**src/hw/rtl/assert_macros.svh**
```systemverilog
// Assertion helpers used by the RTL decoder unit.
// Both macros expect a clock named clk_i and an active-low reset named rst_ni.
`ifndef ASSERT_MACROS_SVH
`define ASSERT_MACROS_SVH

`ifndef SYNTHESIS

// Checked only while the block is out of reset.
`define ASSERT_RUN(label, prop, msg) \
  label: assert property (@(posedge clk_i) disable iff (!rst_ni) (prop)) else $error(msg);

// Checked at every clock edge, reset included.
`define ASSERT_ALWAYS(label, prop, msg) \
  label: assert property (@(posedge clk_i) (prop)) else $error(msg);

`else

`define ASSERT_RUN(label, prop, msg)
`define ASSERT_ALWAYS(label, prop, msg)

`endif

`endif

```
**src/hw/rtl/utf8d_pkg.sv**
```systemverilog
package utf8d_pkg;

  localparam int unsigned ByteW  = 8;
  localparam int unsigned PointW = 21;
  localparam int unsigned CountW = 3;
  localparam int unsigned RemW   = 2;

  // Result queue depth; one input word can push two results.
  localparam int unsigned QueueDepth = 4;
  localparam int unsigned QueuePtrW  = $clog2(QueueDepth);
  localparam int unsigned QueueCntW  = $clog2(QueueDepth + 1);

  localparam logic [PointW-1:0] ReplacementPoint = 21'h00FFFD;

  localparam logic [ByteW-1:0] AsciiLimit  = 8'h80;
  localparam logic [ByteW-1:0] ContMask    = 8'hC0;
  localparam logic [ByteW-1:0] ContTag     = 8'h80;
  localparam logic [ByteW-1:0] Lead2Mask   = 8'hE0;
  localparam logic [ByteW-1:0] Lead2Tag    = 8'hC0;
  localparam logic [ByteW-1:0] Lead2Bits   = 8'h1F;
  localparam logic [ByteW-1:0] Lead3Mask   = 8'hF0;
  localparam logic [ByteW-1:0] Lead3Tag    = 8'hE0;
  localparam logic [ByteW-1:0] Lead3Bits   = 8'h0F;
  localparam logic [ByteW-1:0] Lead4Mask   = 8'hF8;
  localparam logic [ByteW-1:0] Lead4Tag    = 8'hF0;
  localparam logic [ByteW-1:0] Lead4Bits   = 8'h07;
  localparam logic [ByteW-1:0] PayloadBits = 8'h3F;

  typedef struct packed {
    logic [PointW-1:0] code_point;
    logic [CountW-1:0] byte_count;
    logic              last;
  } result_t;

endpackage

```
**src/hw/rtl/utf8_stream_decoder_unit.sv**
```systemverilog
// UTF-8 stream decoder. Text enters one byte per word on the slave stream, with
// tlast marking the final byte of the text, and code points leave on the master
// stream, each with the number of bytes it consumed. Decoding is lax: overlong
// forms, surrogates and out-of-range values pass unchecked. Malformed input
// yields U+FFFD. A byte that breaks into an open sequence first closes that
// sequence as U+FFFD and is then decoded on its own, so one input word can give
// two results; master tlast marks the last result caused by an input word.
// Throughput is one input word per cycle as long as each word gives at most one
// result and the consumer does not stall; a word that gives two results needs an
// extra output transfer. An accepted input word waits in the input register, and
// the decode logic then writes its results into the four-entry result queue that
// feeds the master side. The input side stalls only when the result queue
// cannot take two more results. In that case a word already in the input
// register waits there, whole, until a stalled consumer frees enough entries;
// the decode step never pushes only part of the results of a word.
`include "assert_macros.svh"

module utf8_stream_decoder_unit
  import utf8d_pkg::*;
(
  input  logic        clk_i,
  input  logic        rst_ni,
  // Input stream.
  input  logic        s_axis_tvalid_i,
  output logic        s_axis_tready_o,
  input  logic [7:0]  s_axis_tdata_i,   // [7:0] data_byte
  input  logic        s_axis_tlast_i,   // final_byte
  // Output stream.
  output logic        m_axis_tvalid_o,
  input  logic        m_axis_tready_i,
  output logic [23:0] m_axis_tdata_o,   // [20:0] code_point, [23:21] byte_count
  output logic        m_axis_tlast_o    // last
);

  // Input register.
  logic             in_valid_q;
  logic [ByteW-1:0] in_byte_q;
  logic             in_fin_q;

  // Sequence state.
  logic [RemW-1:0]   rem_q,   rem_d;
  logic [PointW-1:0] part_q,  part_d;
  logic [CountW-1:0] taken_q, taken_d;

  // Result queue.
  result_t              queue_q [QueueDepth];
  logic [QueuePtrW-1:0] wr_ptr_q, rd_ptr_q;
  logic [QueueCntW-1:0] count_q;

  result_t    res_c [2];
  logic [1:0] n_c;
  logic       consume;
  logic       pop;
  logic       s_fire;
  result_t    head;

  // The decode step may push two results, so it only proceeds when the
  // queue has at least two free entries.
  assign consume = in_valid_q && (count_q <= QueueCntW'(QueueDepth - 2));
  assign s_axis_tready_o = !in_valid_q || consume;
  assign s_fire = s_axis_tvalid_i && s_axis_tready_o;

  assign head            = queue_q[rd_ptr_q];
  assign m_axis_tvalid_o = (count_q != '0);
  assign m_axis_tdata_o  = {head.byte_count, head.code_point};
  assign m_axis_tlast_o  = head.last;
  assign pop             = m_axis_tvalid_o && m_axis_tready_i;

  // Decode of one byte against the open sequence.
  always_comb begin
    logic start;
    logic [ByteW-1:0] b;
    start   = 1'b0;
    b       = in_byte_q;
    rem_d   = rem_q;
    part_d  = part_q;
    taken_d = taken_q;
    n_c     = 2'd0;
    res_c[0] = '0;
    res_c[1] = '0;

    if (rem_q != '0) begin
      if ((b & ContMask) == ContTag) begin
        part_d  = {part_q[PointW-7:0], b[5:0] & PayloadBits[5:0]};
        taken_d = taken_q + CountW'(1);
        rem_d   = rem_q - RemW'(1);
        if (rem_d == '0) begin
          res_c[n_c[0]] = '{code_point: part_d, byte_count: taken_d, last: 1'b0};
          n_c     = n_c + 2'd1;
          part_d  = '0;
          taken_d = '0;
        end
      end else begin
        // Interrupted sequence: close it, then decode this byte as a lead.
        res_c[n_c[0]] = '{code_point: ReplacementPoint, byte_count: taken_q, last: 1'b0};
        n_c     = n_c + 2'd1;
        rem_d   = '0;
        part_d  = '0;
        taken_d = '0;
        start   = 1'b1;
      end
    end else begin
      start = 1'b1;
    end

    if (start) begin
      if (b < AsciiLimit) begin
        res_c[n_c[0]] = '{code_point: PointW'(b), byte_count: CountW'(1), last: 1'b0};
        n_c = n_c + 2'd1;
      end else if ((b & Lead2Mask) == Lead2Tag) begin
        part_d  = PointW'(b & Lead2Bits);
        rem_d   = RemW'(1);
        taken_d = CountW'(1);
      end else if ((b & Lead3Mask) == Lead3Tag) begin
        part_d  = PointW'(b & Lead3Bits);
        rem_d   = RemW'(2);
        taken_d = CountW'(1);
      end else if ((b & Lead4Mask) == Lead4Tag) begin
        part_d  = PointW'(b & Lead4Bits);
        rem_d   = RemW'(3);
        taken_d = CountW'(1);
      end else begin
        res_c[n_c[0]] = '{code_point: ReplacementPoint, byte_count: CountW'(1), last: 1'b0};
        n_c = n_c + 2'd1;
      end
    end

    // End of text with a sequence still open flushes it.
    if (in_fin_q && (rem_d != '0)) begin
      res_c[n_c[0]] = '{code_point: ReplacementPoint, byte_count: taken_d, last: 1'b0};
      n_c     = n_c + 2'd1;
      rem_d   = '0;
      part_d  = '0;
      taken_d = '0;
    end

    res_c[0].last = (n_c == 2'd1);
    res_c[1].last = 1'b1;
  end

  always_ff @(posedge clk_i or negedge rst_ni) begin
    if (!rst_ni) begin
      in_valid_q <= 1'b0;
      rem_q      <= '0;
      part_q     <= '0;
      taken_q    <= '0;
      wr_ptr_q   <= '0;
      rd_ptr_q   <= '0;
      count_q    <= '0;
    end else begin
      if (s_axis_tready_o) begin
        in_valid_q <= s_axis_tvalid_i;
      end
      if (consume) begin
        rem_q    <= rem_d;
        part_q   <= part_d;
        taken_q  <= taken_d;
        wr_ptr_q <= wr_ptr_q + QueuePtrW'(n_c);
      end
      if (pop) begin
        rd_ptr_q <= rd_ptr_q + QueuePtrW'(1);
      end
      count_q <= count_q + (consume ? QueueCntW'(n_c) : '0) - (pop ? QueueCntW'(1) : '0);
    end
  end

  // Payload registers carry no reset.
  always_ff @(posedge clk_i) begin
    if (s_fire) begin
      in_byte_q <= s_axis_tdata_i;
      in_fin_q  <= s_axis_tlast_i;
    end
    if (consume && (n_c != 2'd0)) begin
      queue_q[wr_ptr_q] <= res_c[0];
    end
    if (consume && (n_c == 2'd2)) begin
      queue_q[wr_ptr_q + QueuePtrW'(1)] <= res_c[1];
    end
  end

  `ASSERT_ALWAYS(a_queue_bound, count_q <= QueueCntW'(QueueDepth), "result queue overflow")
  `ASSERT_RUN(a_idle_state,
              (rem_q == '0) |-> (taken_q == '0 && part_q == '0),
              "stale sequence state")
  `ASSERT_RUN(a_open_taken,
              (rem_q != '0) |-> (taken_q != '0 && taken_q <= CountW'(3)),
              "bad byte count in open sequence")
  `ASSERT_RUN(a_pair_queued,
              (m_axis_tvalid_o && !m_axis_tlast_o) |-> (count_q >= QueueCntW'(2)),
              "first of a result pair without its partner")
  `ASSERT_RUN(a_count_range,
              m_axis_tvalid_o |-> (head.byte_count != '0 && head.byte_count <= CountW'(4)),
              "result byte count out of range")

endmodule
```
**config.mk**
```make
export PLATFORM = sky130hd
export DESIGN_NAME = utf8_stream_decoder_unit
export DESIGN_NICKNAME = d
export VERILOG_FILES = /design/src/hw/rtl/utf8d_pkg.sv /design/src/hw/rtl/utf8_stream_decoder_unit.sv
export VERILOG_INCLUDE_DIRS = /design/src /design/src/hw/rtl
export SDC_FILE = /design/constraint.sdc
export NUM_CORES = 1
export LEC_CHECK = 0
export BUFFER_PORTS_ARGS = -buffer_cell sky130_fd_sc_hd__buf_2
export CAP_MARGIN = 30
export CORE_UTILIZATION = 56
export CTS_CLUSTER_SIZE = 12
export DETAILED_ROUTE_END_ITERATION = 7
export PLACE_DENSITY = 0.74
export SETUP_SLACK_MARGIN = 0.15
export SLEW_MARGIN = 15
export SYNTH_ARGS = -nofsm -noshare
export SYNTH_HDL_FRONTEND = slang
export SYNTH_SLANG_ARGS = --single-unit
```
**constraint.sdc**
```tcl
create_clock -name clk_i -period 5.2 [get_ports clk_i]
set_input_delay 0.52 -clock clk_i [delete_from_list [all_inputs] [get_ports clk_i]]
set_output_delay 0.52 -clock clk_i [all_outputs]
set_load 0.05 [all_outputs]
```
==> results.tsv, run 1 <==
stage	metric	value	unit
clocking	cts_inserted_buffers	17	
sta	hold_viol	0	
global_route	antenna_found_initial	0	
global_route	grt_pass1_wl	26800	um
logic_synthesis	synth.distinct_cells	71	
pwr	p_switching	2.43	mW
logic_synthesis	synth_edf_count	105	
placed_design	io_buffers	39	
sta	setup_viol	0	
logic_synthesis	synth_seq_area_share	55.5	%
pwr	p_per_area	685	nW/um^2
sta	finalSetupTns	0	ns
clocking	clock_path_buffers	2	
setup_path	slowest_delay	0.58	ns
route	ant_nets	0	
clocking	cts_resized	0	
die	die_w	114	um
die	initial_utilization	58.3	%
sta	post-route-period-util	82.1	%
cells_and_area	nets	631	
route	drt-wirelength-per-cell	21.6	um
global_route	grt_max_degree	29	
pwr	internal-power	3.03	mW
sta	period_minus_slack	4.27	ns
pwr	seq_power_share	31.6	%
setup_path	cp_cell_sequence	inv_1 > ha_1 > or3b_1 > a211o_1 > and3_1 > xnor2_2 > nand2_1 > ha_1 > inv_1 > ha_1 > inv_1 > fa_1 > xor2_1 > xnor2_1	
global_route	grt_use_total	27.9	%
placed_design	dp_hpwl	12000	um
global_route	grt_pass1_vias	4929	
sta	tightest_slew	0.842	ns
worst_hold_path	min_path_type	primary input to asynchronous set/reset pin	
pwr	pwr-share-comb	46.0	%
cells_and_area	drive_above_1_share	22.0	%
clocking	cts_max_level	4	
route	wl	17000	um
logic_synthesis	yosysWarnings	0	
route	drtIter0Drc	534	
clocking	clk_latency	0.43	ns
setup_path	path_class	register to register	
die	core-area	12200	um^2
cells_and_area	fillers	914	
cells_and_area	fin_area	7970	um^2
flow_run	maxCapViolCount	0	
logic_synthesis	syn-num-nets	602	
clocking	cts-hold-fix-buffers	0	
logic_synthesis	synth_area_per_cell	12.2	um^2
cells_and_area	syn_to_final_growth	12.5	%
logic_synthesis	async_reset_ff_share	20.4	%
global_route	overflow	0	
setup_path	startpoint_type	register	
sta	finClkSkew	0.0127	ns
die	ios	40	
logic_synthesis	ys.flop_type	edfxtp_1	
logic_synthesis	synthCells	580	
sta	rsz0062_at_grt	false	
route	first_pass_iters	5	
die	die_h	114	um
cells_and_area	final_cell_mix	edfxtp_1, nor2_1, nand2_1, buf_2, o21ai_0	
pwr	pwr-share-clk	22.4	%
route	via_per_inst	6.56	
clocking	root_buffer	clkbuf_16	
cells_and_area	layout_commonest_cell	edfxtp_1	
cells_and_area	utilization	65.5	%
die	die_area	13100	um^2
sta	relSlewSlack	42.4	%
sta	drv_slew	0	
outcome	status	complete, no violations	
clocking	cts_sinks	137	
logic_synthesis	ys_ff_latch	137	
setup_path	path_max_fanout	20	
clocking	postCtsSetupRepairBufs	0	
sta	fmax	234	MHz
pwr	leakagePower	2.87	nW
clocking	clk_pin_slew	0.06	ns
cells_and_area	diodes	0	
pwr	switching_share	44.5	%
route	num_vias	5180	
placed_design	place_area	7330	um^2
setup_path	worstPathArrival	4.59	ns
pwr	ir_drop	291	uV
setup_path	crit_required	5.52	ns
route	drc_errors	0	
die	core.rowCount	40	
clocking	cts_tree	built	
setup_path	end_kind	register	
logic_synthesis	syn_area	7090	um^2
setup_path	slowest_stage	or3b_1	
placed_design	gp_congestion	0.937	
==> logic make-up (layout without fill, tap and decap cells) <==
| family | count (synthesis) | after routing | synth area share [%] |
|---|---|---|---|
| compound gates | 187 | 187 | 18.2 |
| fa+ha+maj | 9 | 9 | 1.69 |
| xor+xnor | 5 | 5 | 0.724 |
| simple gates | 160 | 160 | 11.3 |
| buf+inv | 53 | 95 | 3.97 |
| flops | 137 | 137 | 55.5 |
| mux | 29 | 29 | 8.55 |
==> worst paths after layout <==
kind / startpoint / end / slack, ns / depth (start not counted)
max: rem_q[1] / count_q[2] / 0.93 / 14
min reg2reg: queue_q[1][0] / queue_q[1][0] / 0.48 / 2
max in group asynchronous: rst_ni / rd_ptr_q[0] / 4.62 / 1
min in group clk_i: s_axis_tdata_i[6] / in_byte_q[6] / 0.27 / 1
max reg2reg: rem_q[1] / count_q[2] / 0.93 / 14
min: rst_ni / rem_q[0] / 0.12 / 1
==> area by class of cell <==
class / instances / area, um^2 / share of cell area, %
multi-input combinational: 390 / 2870 / 36.0
timing repair buffer: 50 / 305 / 3.83
clock buffer: 18 / 439 / 5.51
sequential: 137 / 3940 / 49.4
tap: 168 / 210 / 2.64
inverter: 13 / 48.8 / 0.612
clock inverter: 14 / 161 / 2.02
==> registers in the layout, summed over array words and instances (netlist names) <==
register / count
queue_q: 100
part_q: 15
in_byte_q: 8
count_q: 3
taken_q: 3
rd_ptr_q: 2
rem_q: 2
wr_ptr_q: 2
in_fin_q: 1
in_valid_q: 1
==> critical path: cells and delay by family, from the launching register on <==
kind                       cells  cell delay (ns)
AOI/OAI and AO/OA              1             0.39
xor gates and xnor gates       3             0.64
DFF                            1             0.55
adders and majority gates      4             1.26
and+or+nand+nor                3             1.07
buffers and inverters          3             0.24
==> per-layer routing <==
metal,part of all wire [%],wire length (um),vias up,global-route usage (%)
li1,-,-,2323,-
met5,0,0,-,0
met2,49,8320,237,44.5
met3,6.8,1150,25,5.56
met4,1.6,265,0,8.40
met1,43,7300,2595,39.0
==> power groups by stage <==
| stage | clock network [mW] | logic [mW] | registers, mW |
|---|---|---|---|
| 2_1_floorplan | 0 | 2.01 | 1.61 |
| 3_3_place_gp | 0 | 2.31 | 1.79 |
| 3_5_place_dp | 0 | 2.40 | 1.79 |
| 4_1_cts | 1.24 | 2.41 | 1.77 |
| 5_1_grt | 1.28 | 2.68 | 1.75 |
| 6_report | 1.22 | 2.51 | 1.73 |
==> cells in the mapped netlist (all sizes together), types with 2 or more instances <==
| library cell | n | area share [%] |
|---|---|---|
| and4 | 2 | 0.25 |
| mux2i | 2 | 0.28 |
| nor2 | 60 | 3.2 |
| a21o | 3 | 0.32 |
| dfrtp | 28 | 9.9 |
| a31oi | 8 | 1.0 |
| or3b | 3 | 0.37 |
| and2 | 4 | 0.35 |
| a211oi | 4 | 0.49 |
| mux4 | 25 | 7.9 |
| o2bb2ai | 4 | 0.49 |
| nand2b | 8 | 0.71 |
| inv | 13 | 0.69 |
| a221o | 3 | 0.42 |
| o21ai | 54 | 4.0 |
| xnor2 | 3 | 0.48 |
| mux2 | 2 | 0.32 |
| o22ai | 26 | 2.3 |
| nor3 | 14 | 1.4 |
| nand3 | 5 | 0.42 |
| a2111oi | 6 | 0.83 |
| xor2 | 2 | 0.25 |
| buf | 24 | 2.4 |
| and3 | 3 | 0.26 |
| ha | 8 | 1.4 |
| nand2 | 40 | 2.1 |
| clkbuf | 16 | 0.85 |
| a22oi | 3 | 0.32 |
| o211ai | 3 | 0.32 |
| or3 | 9 | 0.94 |
| a31o | 3 | 0.37 |
| dfxtp | 4 | 1.1 |
| o21a | 3 | 0.32 |
| edfxtp | 105 | 44 |
| a211o | 2 | 0.25 |
| a21oi | 30 | 2.2 |
| o31ai | 2 | 0.21 |
| a22o | 28 | 3.5 |
| or2 | 3 | 0.26 |
==> metrics by stage <==
| stage | hold WS (ns) | power [mW] | setup slack (ns) | instances |
|---|---|---|---|---|
| finish | 0.119 | 5.46 | 0.932 | 790 |
| global route | 0.167 | 5.71 | 0.723 | 790 |
| CTS | 0.118 | 5.42 | 0.802 | 787 |
| detailed placement | 0.464 | 4.19 | 0.825 | 755 |
| global placement | 0.454 | 4.11 | 1.02 | 754 |
| floorplan | 0.224 | 3.62 | 1.73 | 580 |
(Power assumes the default switching activity.)
==> run 2: changes to the inputs <==
--- a/config.mk
+++ b/config.mk
@@ -8,10 +8,10 @@
 export LEC_CHECK = 0
 export BUFFER_PORTS_ARGS = -buffer_cell sky130_fd_sc_hd__buf_2
 export CAP_MARGIN = 30
-export CORE_UTILIZATION = 56
+export CORE_UTILIZATION = 55
 export CTS_CLUSTER_SIZE = 12
 export DETAILED_ROUTE_END_ITERATION = 7
-export PLACE_DENSITY = 0.74
+export PLACE_DENSITY = 0.76
 export SETUP_SLACK_MARGIN = 0.15
 export SLEW_MARGIN = 15
 export SYNTH_ARGS = -nofsm -noshare
==> constraint.sdc (replaced) <==
create_clock -name clk_i -period 3.8 [get_ports clk_i]
set_input_delay 0.38 -clock clk_i [delete_from_list [all_inputs] [get_ports clk_i]]
set_output_delay 0.38 -clock clk_i [all_outputs]
set_load 0.05 [all_outputs]
==> run 2 against run 1 <==
Clock power rose by 25%. Core utilization is 0.75 points lower. Power is 37% higher. Combinational power up 43%. Largest power group unchanged. Wire length grew 1.5%. Critical endpoint unchanged. Count of clock-buffer cells in the layout increased by 1.
==> results.tsv, run 2 (synthesis results as in run 1) <==
stage	metric	value	unit
route	drc_errors	0	
cells_and_area	final_cell_mix	edfxtp_1, nor2_1, nand2_1, buf_2, o21ai_0	
sta	setup_viol	0	
sta	hold_viol	0	
cells_and_area	layout_commonest_cell	edfxtp_1	
route	wl	17300	um
die	initial_utilization	56.4	%
sta	tightest_slew	0.807	ns
sta	finClkSkew	0.00795	ns
placed_design	place_ws	0.210	ns
setup_path	slowest_stage	fa_1	
global_route	grt_max_degree	29	
placed_design	io_buffers	39	
cells_and_area	largest_reg_flops	100	
clocking	clk_pin_slew	0.06	ns
die	die_w	116	um
pwr	leakagePower	2.97	nW
placed_design	gp_congestion	0.925	
die	ios	40	
global_route	grt_use_total	28.0	%
route	drtIter0Drc	804	
global_route	grt_pass1_vias	5094	
sta	post-route-period-util	89.8	%
route	via_per_inst	6.53	
setup_path	path_class	register to register	
setup_path	slowest_delay	0.42	ns
flow_run	maxCapViolCount	0	
sta	finalSetupTns	0	ns
cells_and_area	diodes	0	
route	num_vias	5357	
die	die_area	13300	um^2
cells_and_area	reg_top3	queue_q (100), part_q (15), in_byte_q (8)	
setup_path	r2r-end	count_q[2]	
setup_path	cp_cell_sequence	inv_1 > ha_1 > buf_4 > or3b_1 > a21oi_2 > o41a_1 > xnor2_2 > nand2_1 > ha_1 > inv_1 > ha_1 > inv_1 > fa_1 > xor2_1 > xnor2_1	
sta	rsz0062_at_grt	false	
clocking	clock_path_buffers	2	
sta	hold_slack	0.130	ns
die	core-area	12600	um^2
setup_path	r2r_cells	15	
clocking	cts_sinks	137	
pwr	ir_drop	523	uV
sta	relSlewSlack	44.8	%
worst_hold_path	min_path_cells	1	
route	ant_nets	0	
sta	drv_slew	0	
setup_path	path_max_fanout	19	
setup_path	end_kind	register	
sta	fin_ws	0.387	ns
clocking	root_buffer	clkbuf_16	
setup_path	crit_required	4.11	ns
cells_and_area	top_register	queue_q	
global_route	overflow	0	
worst_hold_path	min_path_type	primary input to register	
worst_hold_path	hold_end	in_fin_q	
global_route	grt_pass1_wl	27300	um
setup_path	startpoint_type	register	
global_route	antenna_found_initial	0	
cells_and_area	utilization	64.8	%
route	drt-wirelength-per-cell	21.1	um
sta	fmax	293	MHz
cells_and_area	nets	657	
outcome	status	complete, no violations	
setup_path	worstPathArrival	3.72	ns
cells_and_area	syn_to_final_growth	14.9	%
die	die_h	116	um
die	core.rowCount	41	
clocking	cts_inserted_buffers	17	
sta	period_minus_slack	3.41	ns
cells_and_area	drive_above_1_share	24.4	%
setup_path	r2r_slack	0.39	ns
placed_design	dp_hpwl	11600	um
clocking	cts_tree	built	
worst_hold_path	hp-start	s_axis_tlast_i	
pwr	p_per_area	916	nW/um^2
clocking	cts_max_level	4	
route	first_pass_iters	6	
setup_path	reg2reg_from	rem_q[0]	
clocking	clk_latency	0.42	ns
[run 2: how the worst max path moves through the flow]
stage          cells after the start         start         end  slack [ns]
2_1_floorplan                     17      rem_q[1]  count_q[2]        0.33
3_3_place_gp                      14  in_byte_q[7]  count_q[2]        0.30
3_5_place_dp                      14  in_byte_q[7]  count_q[2]        0.21
4_1_cts                           14  in_byte_q[7]  count_q[2]        0.19
5_1_grt                           15      rem_q[1]  count_q[2]        0.17
6_report                          15      rem_q[0]  count_q[2]        0.39
[run 2: area by class of cell]
| class | instances | area, um^2 |
|---|---|---|
| Tap cell | 172 | 215 |
| Fill cell | 952 | 4420 |
| Inverter | 13 | 48.8 |
| Clock buffer | 19 | 443 |
| Timing Repair Buffer | 76 | 524 |
| Sequential cell | 137 | 3940 |
| Multi-Input combinational cell | 390 | 2870 |
| Clock inverter | 13 | 105 |
[run 2: per-layer routing]
metal | routed length [um] | track usage [%]
met1 | 6870 | 37.6
met2 | 8390 | 44.0
met3 | 1570 | 6.12
met4 | 474 | 12.6
met5 | 0 | 0
[run 2: worst max-delay path, delay by kind of cell, from the launching register on]
kind	cells	cell delay (ns)
XOR/XNOR	3	0.49
flip-flops	1	0.34
adder cells (fa/ha/maj)	4	1.04
AO/OA/AOI/OAI	2	0.53
AND/OR/NAND/NOR	2	0.55
buffers and inverters	4	0.34
[run 2: report_power, final]
group          leakage, nW  internal [mW]  switching (mW)
registers             1.39           2.08           0.258
logic                 1.32           1.18            2.41
clock network        0.262          0.908           0.623
[run 2: through the flow]
| stage | cell area (um^2) | cells | power (mW) |
|---|---|---|---|
| floorplan | 7090 | 580 | 4.96 |
| global placement | 7490 | 777 | 5.75 |
| detailed placement | 7500 | 779 | 5.84 |
| CTS | 8060 | 812 | 7.37 |
| global route | 8140 | 820 | 7.82 |
| finish | 8140 | 820 | 7.46 |
[run 2: timing repair]
action                                 4_1_cts  5_1_grt
endpoints found under the hold margin        4        0
buffers inserted                             0        6
setup endpoints to repair                    0       26
resized for setup                            0        1
hold buffers                                 1        0
==> run 3: changes to the inputs <==
--- a/config.mk
+++ b/config.mk
@@ -7,10 +7,11 @@
 export NUM_CORES = 1
 export LEC_CHECK = 0
 export BUFFER_PORTS_ARGS = -buffer_cell sky130_fd_sc_hd__buf_2
-export CAP_MARGIN = 30
+export CAP_MARGIN = 20
 export CORE_UTILIZATION = 55
 export CTS_CLUSTER_SIZE = 12
 export DETAILED_ROUTE_END_ITERATION = 7
+export MAX_ROUTING_LAYER = met4
 export PLACE_DENSITY = 0.76
 export SETUP_SLACK_MARGIN = 0.15
 export SLEW_MARGIN = 15
==> run 3 against run 2 <==
The run now ends with DRC left. Critical endpoint unchanged. Flip-flop and latch count stayed put. Register-to-register slack worse by 0.07 ns. Highest routed layer unchanged. Count of clock-buffer cells in the layout is 1 lower. Clock power is 7% higher. First-iteration DRC count is 30% lower.
==> results.tsv, run 3 (synthesis results as in run 1) <==
stage	metric	value	unit
sta	finalSetupTns	0	ns
worst_hold_path	hold_end	in_byte_q[4]	
global_route	grt-busiest-layer	met2	
global_route	antenna_found_initial	0	
setup_path	crit_required	4.10	ns
global_route	gr-usage-met1	36.2	%
worst_hold_path	min_path_type	primary input to register	
setup_path	r2r_cells	15	
sta	setup_viol	0	
route	via_per_inst	6.44	
clocking	cts_max_level	4	
flow_run	maxCapViolCount	0	
clocking	cts_tree	built	
placed_design	gp_congestion	0.958	
setup_path	path_max_fanout	19	
die	die_area	13300	um^2
route	drt-wirelength-per-cell	21.4	um
cells_and_area	fillers	906	
sta	hold_viol	0	
cells_and_area	top_register	queue_q	
pwr	ir_drop	584	uV
global_route	use_met3	6.85	%
outcome	violations	DRC	
placed_design	place_ws	0.224	ns
clocking	root_buffer	clkbuf_16	
setup_path	path_class	register to register	
sta	period_minus_slack	3.48	ns
sta	fin_ws	0.321	ns
route	wl	17400	um
sta	hold_slack	0.126	ns
worst_hold_path	hp-start	s_axis_tdata_i[4]	
die	initial_utilization	56.4	%
clocking	cts_sinks	137	
pwr	total_power	7.53	mW
cells_and_area	layout_commonest_cell	edfxtp_1	
global_route	grt_pass1_vias	5119	
route	drc_errors	2	
sta	relSlewSlack	33.8	%
setup_path	r2r-end	count_q[2]	
cells_and_area	drive_above_1_share	24.0	%
setup_path	end_kind	register	
setup_path	startpoint_type	register	
sta	fmax	287	MHz
die	ios	40	
setup_path	r2r_slack	0.32	ns
sta	finClkSkew	0.00746	ns
die	core.rowCount	41	
global_route	grt_pass1_wl	27500	um
clocking	clk_pin_slew	0.06	ns
die	core-area	12600	um^2
cells_and_area	reg_top3	queue_q (100), part_q (15), in_byte_q (8)	
setup_path	worstPathArrival	3.78	ns
clocking	clk_latency	0.43	ns
die	die_h	116	um
route	ant_nets	0	
cells_and_area	final_cell_mix	edfxtp_1, nor2_1, nand2_1, buf_2, o21ai_0	
sta	tightest_slew	0.986	ns
placed_design	io_buffers	39	
worst_hold_path	min_path_cells	1	
sta	rsz0062_at_grt	false	
route	num_vias	5241	
sta	post-route-period-util	91.5	%
route	drtIter0Drc	561	
route	first_pass_iters	7	
cells_and_area	nets	652	
placed_design	dp_hpwl	11900	um
setup_path	reg2reg_from	rem_q[0]	
clocking	cts_inserted_buffers	17	
pwr	leakagePower	2.97	nW
sta	drv_slew	0	
cells_and_area	diodes	0	
clocking	clock_path_buffers	2	
die	die_w	116	um
cells_and_area	syn_to_final_growth	14.9	%
cells_and_area	largest_reg_flops	100	
outcome	status	finished, violations left	
global_route	grt_max_degree	29	
global_route	grt_use_total	29.3	%
cells_and_area	utilization	64.8	%
global_route	met2_usage	46.2	%
pwr	p_per_area	925	nW/um^2
global_route	overflow	0	
run 3: changes by cell type in the layout (fill, tap and decap cells not counted), sizes merged:
cell / delta
clkinv: -1
bufinv: +2
buf: -5
clkinvlp: -1
clkbuf: -1
run 3: worst max-delay path by stage:
stage / start / to / slack (ns) / cells past startpoint
final: rem_q[0] / count_q[2] / 0.32 / 15
after global routing: rem_q[0] / count_q[2] / 0.18 / 15
after CTS: in_byte_q[6] / count_q[2] / 0.19 / 15
after detailed placement: in_byte_q[6] / count_q[2] / 0.22 / 15
after global placement: in_byte_q[6] / count_q[2] / 0.35 / 15
after floorplan: rem_q[1] / count_q[2] / 0.33 / 17
run 3: metal layers:
| layer | vias up | part of all wire (%) |
|---|---|---|
| met4 | 0 | 2.3 |
| met2 | 280 | 50 |
| met5 | - | 0 |
| met3 | 37 | 7.5 |
| met1 | 2562 | 40 |
| li1 | 2362 | - |
run 3: what timing repair did:
item / 4_1_cts / 5_1_grt
endpoints found under the hold margin: 1 / 0
endpoints found under the setup margin: 0 / 2
hold buffers: 1 / 0
resized for setup: 0 / 2
buffers inserted: 0 / 2
run 3: layout make-up:
cell class                      count  area [um^2]  area share, %
Sequential cell                   137         3940           48.3
Clock buffer                       18          429           5.27
Multi-Input combinational cell    390         2880           35.3
Clock inverter                     13          154           1.89
Tap cell                          172          215           2.64
Timing Repair Buffer               71          483           5.93
Inverter                           13         48.8          0.599
run 3: power breakdown:
| part | internal [mW] | switching, mW | leakage (nW) |
|---|---|---|---|
| clock | 1.02 | 0.610 | 0.281 |
| combinational | 1.16 | 2.36 | 1.30 |
| sequential | 2.08 | 0.304 | 1.39 |
run 3: metrics by stage:
step / instances / instance area (um^2)
after global routing: 814 / 8140
final: 814 / 8140
after floorplan: 580 / 7090
after detailed placement: 780 / 7530
after CTS: 812 / 8120
after global placement: 779 / 7500
run 3: worst max-delay path: stages, from the launching register on:
cell,delay (ns)
dfrtp_1,0.34
inv_1,0.06
ha_1,0.20
buf_4,0.20
and4bb_2,0.36
a31oi_4,0.05
o41a_1,0.39
xnor2_2,0.33
nand2_1,0.15
ha_1,0.30
inv_1,0.06
ha_1,0.13
inv_1,0.05
fa_1,0.43
xor2_1,0.16
xnor2_1,0.14
